[src/hw/rtl/assert_macros.svh]
// Assertion macros used by the top-level RTL file.
`ifndef ASSERT_MACROS_SVH
`define ASSERT_MACROS_SVH
// Immediate-cycle implication check.
`define ASSERT_IMPL(label, clk, rstn, a, c) \
    label: assert property (@(posedge clk) disable iff (!rstn) (a) |-> (c)) \
        else $error("assertion failed");
// Next-cycle implication check.
`define ASSERT_NEXT(label, clk, rstn, a, c) \
    label: assert property (@(posedge clk) disable iff (!rstn) (a) |=> (c)) \
        else $error("assertion failed");
`endif

[src/hw/rtl/cpll_pkg.sv]
// Package with types and constants of the clock PLL.
`default_nettype none
package cpll_pkg;
    localparam int DacBits  = 16;
    localparam int FracBits = 16;
    typedef enum logic [1:0] {
        MODE_NOCLK = 2'd0, MODE_FREQ = 2'd1, MODE_SEEK = 2'd2, MODE_LOCK = 2'd3
    } mode_t;
    typedef enum logic [2:0] {
        CFG_NOMINAL = 3'd0, CFG_FOFFSET = 3'd1, CFG_POFFSET = 3'd2,
        CFG_WINDOW = 3'd3, CFG_START_DAC = 3'd4
    } cfg_idx_t;
    typedef enum logic [2:0] {
        ST_IDLE, ST_CALC1, ST_CALC2, ST_CALC3, ST_CALC4, ST_OUT
    } ctl_state_t;
    typedef struct packed {
        logic load;
        logic step1;
        logic step2;
        logic step3;
        logic step4;
    } dp_cmd_t;
    typedef struct packed {
        logic has_result;
    } dp_stat_t;
endpackage
`default_nettype wire

[src/hw/rtl/cpll_ctrl.sv]
// Controller state machine sequencing the datapath steps.
`default_nettype none
module cpll_ctrl (
    input  wire logic               aclk,
    input  wire logic               aresetn,
    input  wire logic               in_fire,
    input  wire logic               out_fire,
    input  wire cpll_pkg::dp_stat_t stat,
    output cpll_pkg::dp_cmd_t       cmd,
    output logic                    in_ready,
    output logic                    out_valid
);
    cpll_pkg::ctl_state_t state_reg, state_next;

    always_ff @(posedge aclk) begin
        if (!aresetn) state_reg <= cpll_pkg::ST_IDLE;
        else state_reg <= state_next;
    end

    always_comb begin
        state_next = state_reg;
        unique case (state_reg)
            cpll_pkg::ST_IDLE:  if (in_fire) state_next = cpll_pkg::ST_CALC1;
            cpll_pkg::ST_CALC1: state_next = cpll_pkg::ST_CALC2;
            cpll_pkg::ST_CALC2: state_next = cpll_pkg::ST_CALC3;
            cpll_pkg::ST_CALC3: state_next = cpll_pkg::ST_CALC4;
            cpll_pkg::ST_CALC4:
                state_next = stat.has_result ? cpll_pkg::ST_OUT : cpll_pkg::ST_IDLE;
            cpll_pkg::ST_OUT:   if (out_fire) state_next = cpll_pkg::ST_IDLE;
            default:            state_next = cpll_pkg::ST_IDLE;
        endcase
    end

    always_comb begin
        cmd = '0;
        cmd.load  = in_fire;
        cmd.step1 = (state_reg == cpll_pkg::ST_CALC1);
        cmd.step2 = (state_reg == cpll_pkg::ST_CALC2);
        cmd.step3 = (state_reg == cpll_pkg::ST_CALC3);
        cmd.step4 = (state_reg == cpll_pkg::ST_CALC4);
        in_ready  = (state_reg == cpll_pkg::ST_IDLE);
        out_valid = (state_reg == cpll_pkg::ST_OUT);
    end
endmodule
`default_nettype wire

[config.mk]
export PLATFORM = sky130hd
export DESIGN_NAME = cpll_ctrl
export DESIGN_NICKNAME = d
export VERILOG_FILES = /design/src/hw/rtl/assert_macros.svh /design/src/hw/rtl/cpll_pkg.sv /design/src/hw/rtl/cpll_ctrl.sv
export SDC_FILE = /design/constraint.sdc
export NUM_CORES = 1
export LEC_CHECK = 0
export BUFFER_PORTS_ARGS = -buffer_cell sky130_fd_sc_hd__buf_2
export CAP_MARGIN = 0
export CORE_AREA = 2 2 39 41
export DETAILED_ROUTE_END_ITERATION = 6
export DIE_AREA = 0 0 41 43
export GPL_ROUTABILITY_DRIVEN = 0
export SLEW_MARGIN = 10
export SYNTH_ARGS = -nofsm -noshare
export SYNTH_HDL_FRONTEND = slang
export SYNTH_SLANG_ARGS = --single-unit
export TNS_END_PERCENT = 1
[constraint.sdc]
create_clock -name aclk -period 1.3 [get_ports aclk]
set_input_delay 0.13 -clock aclk [delete_from_list [all_inputs] [get_ports aclk]]
set_output_delay 0.13 -clock aclk [all_outputs]
set_load 0.005 [all_outputs]
==> summary.md <==
| Metric | Value |
|---|---|
| H-Tree Depth | 1 |
| Share of cells above drive strength 1 | 75.8% |
| Vias in the first global route | 207 |
| Maxcap violations | 0 |
| Setup crit start kind | flip-flop |
| Clk sinks | 3 |
| Crit share post-route | 91.3% |
| Core Area | 0.00138 mm² |
| Port Buf Inserts | 11 |
| Syn Std Cell Area | 258 µm² |
| Post-route ant nets | 0 |
| DIE AREA | 0.00176 mm² |
| DRT Wirelength | 462 µm |
| Worst path top cell family by delay | flip-flops |
| Reg2Reg Depth | 3 |
| Reg2Reg Launch Point | state_reg[2] |
| Gr ovfl total | 0 |
| CP startpoint | state_reg[1] |
| Pre-CTS setup slack | 207 ps |
| Antenna cells | 0 |
| Slew Limit Fails | 0 |
| Placement-stage cell area | 292 µm² |
| Lkg Pwr | 0.145 nW |
| Final net count | 39 |
| Post CTS Setup Buffer Count | 0 |
| Top FF cell, synth | dfxtp_1 |
| Final WS setup | 113 ps |
| Critical path depth in cells | 2 |
| Flop2flop setup slack | 320 ps |
| #FFs+latches synth | 3 |
| CP endpoint kind | primary output |
| Register area share after synthesis | 23.3% |
| WL per Instance | 9.43 µm |
| Synth warn | 0 |
| Hold WC Path Type | primary input to flip-flop |
| Worst-path cell chain | and3b_2 -> buf_2 |
| Post-synth top area share | 23.3% |
| Synth top area cells | dfxtp_1 (23%), buf_6 (13%), o41ai_4 (11%) |
| Crit path to | out_valid |
| Die Y | 43 µm |
| GRT Overall Usage | 7.43% |
| F_max | 842 MHz |
| Avg Cell Area, Syn | 11.7 µm² |
| DP HPWL | 352 µm |
| Starting Density | 18.6% |
| # hold bufs at CTS | 0 |
| Pwr Density | 1230 mW/mm² |
| First-pass GRT wire length | 828 µm |
| Clk_lat worst skew | 230 ps |
| CTS buffer count | 3 |
| Status | finished clean |
| Total power | 0.395 mW |
| CP required | 1170 ps |
| Least-Margin Pin Slew | 312 ps |
| Worst path max stage delay | 440 ps |
| CP Data Arrival Time | 1060 ps |
| Setup TNS Final | 0 ps |
| Pin count of the biggest net entering global routing | 10 |
| Reg2Reg Capture Point | state_reg[2] |
| Finished Cell Area | 322 µm² |
| CTS Buffer Depth | 2 |
| Area Growth Syn to Fin | 24.8% |
| Synth area leader | dfxtp_1 |
| Critical path class | flip-flop to primary output |
| RSZ-0062 raised after global routing | false |
| Initial antenna violation count | 0 |
| Worst Path Max Fanout | 9 |
| Minimum clock period | 1190 ps |
| Fin util | 23.2% |
| 1st-iter DRT viols | 1 |
| Max reg flops | 3 |
| Max IR drop VDD | 434 µV |
| Final hold violations | 0 |
| Cells after synthesis | 22 |
| Worst clock skew | 1.03 ps |
| I/O pin total | 12 |
| Net Count, Synth | 27 |
| Row count | 14 |
| CP Buf/Inv Count | 1 |
| Endpoints failing setup | 0 |
| CP max-delay cell | dfxtp_2 |
| Post-synth EDFFs | 0 |
| Die W | 41 µm |
| DRC errors left | 0 |
| Library cells used by synthesis | 13 |
| Root buffer selected by CTS | clkbuf_4 |
| DR vias/cell | 3.84 |
| CTS clk-pin slew, worst paths | 40 ps |
| Ys async rst share | 0% |
| Most common library cells after synthesis | a21oi_2 (3), buf_6 (3), dfxtp_1 (3), nor3b_1 (3), and3b_2 (2) |
| Drt pass-1 iters | 2 |
| CTS tree | built |
| Via count | 188 |
| Worst slew margin | 79.1% |
## tightest hold or removal path, stage by stage
cell and delay (ps):
buf_2 120, o41ai_4 60, a21oi_2 30
## final cells by class
type / count / area (µm²)
fill: 159 / 1060
multi-input combinational: 15 / 156
sequential: 3 / 63.8
timing repair buffer: 11 / 55.1
clock buffer: 4 / 26.3
tap: 16 / 20.0
## cells in the final DEF (no fill, tap or decap), drive strengths merged
| cell | Yosys | routed |
|---|---|---|
| buf | 4 | 11 |
| nor3b | 4 | 4 |
| clkbuf | 0 | 4 |
| a21oi | 3 | 3 |
| dfxtp | 3 | 3 |
| and3b | 2 | 2 |
| nand2b | 2 | 2 |
| nor3 | 1 | 1 |
| xnor2 | 1 | 1 |
| o41ai | 1 | 1 |
| a21o | 1 | 1 |
## cells by family (layout without fill, tap and decap cells)
family,after synthesis,count (layout),synth area share [%]
and+or+nand+nor,9,9,33.5
buffers and inverters,4,15,16.0
xor gates and xnor gates,1,1,3.40
AOI/OAI and AO/OA,5,5,23.8
DFF,3,3,23.3
## timing repair
action,in CTS,in global routing
resized for setup,3,0
endpoints found under the setup margin,4,0
endpoints found under the hold margin,0,0
## power breakdown
group	switching (mW)	total, mW	internal (mW)	leakage [nW]
Sequential	0.0353	0.142	0.107	0.0258
Combinational	0.0337	0.0906	0.0569	0.104
Clock	0.0471	0.162	0.115	0.0150
## per-stage QoR
stage               hold slack (ps)  cells
global route                    151     49
detailed placement              400     45
CTS                             142     49
global placement                396     45
finish                          151     49
floorplan                       248     22
## layer usage
| metal | global-route usage, % | wire, µm | up-vias |
|---|---|---|---|
| li1 | - | - | 97 |
| met1 | 8.04 | 188 | 83 |
| met2 | 9.69 | 227 | 8 |
| met3 | 4.71 | 47 | 0 |
| met4 | 6.00 | 0 | 0 |
| met5 | 0 | 0 | - |
## how the worst min path moves through the flow
stage | start | to | slack [ps] | cells past startpoint
after CTS | aresetn | state_reg[0] | 140 | 3
after global routing | aresetn | state_reg[2] | 150 | 3
final | aresetn | state_reg[0] | 150 | 3
after global placement | aresetn | state_reg[0] | 400 | 3
after detailed placement | aresetn | state_reg[0] | 400 | 3
after floorplan | aresetn | state_reg[0] | 250 | 2
Power figures use the tool's default switching activity.
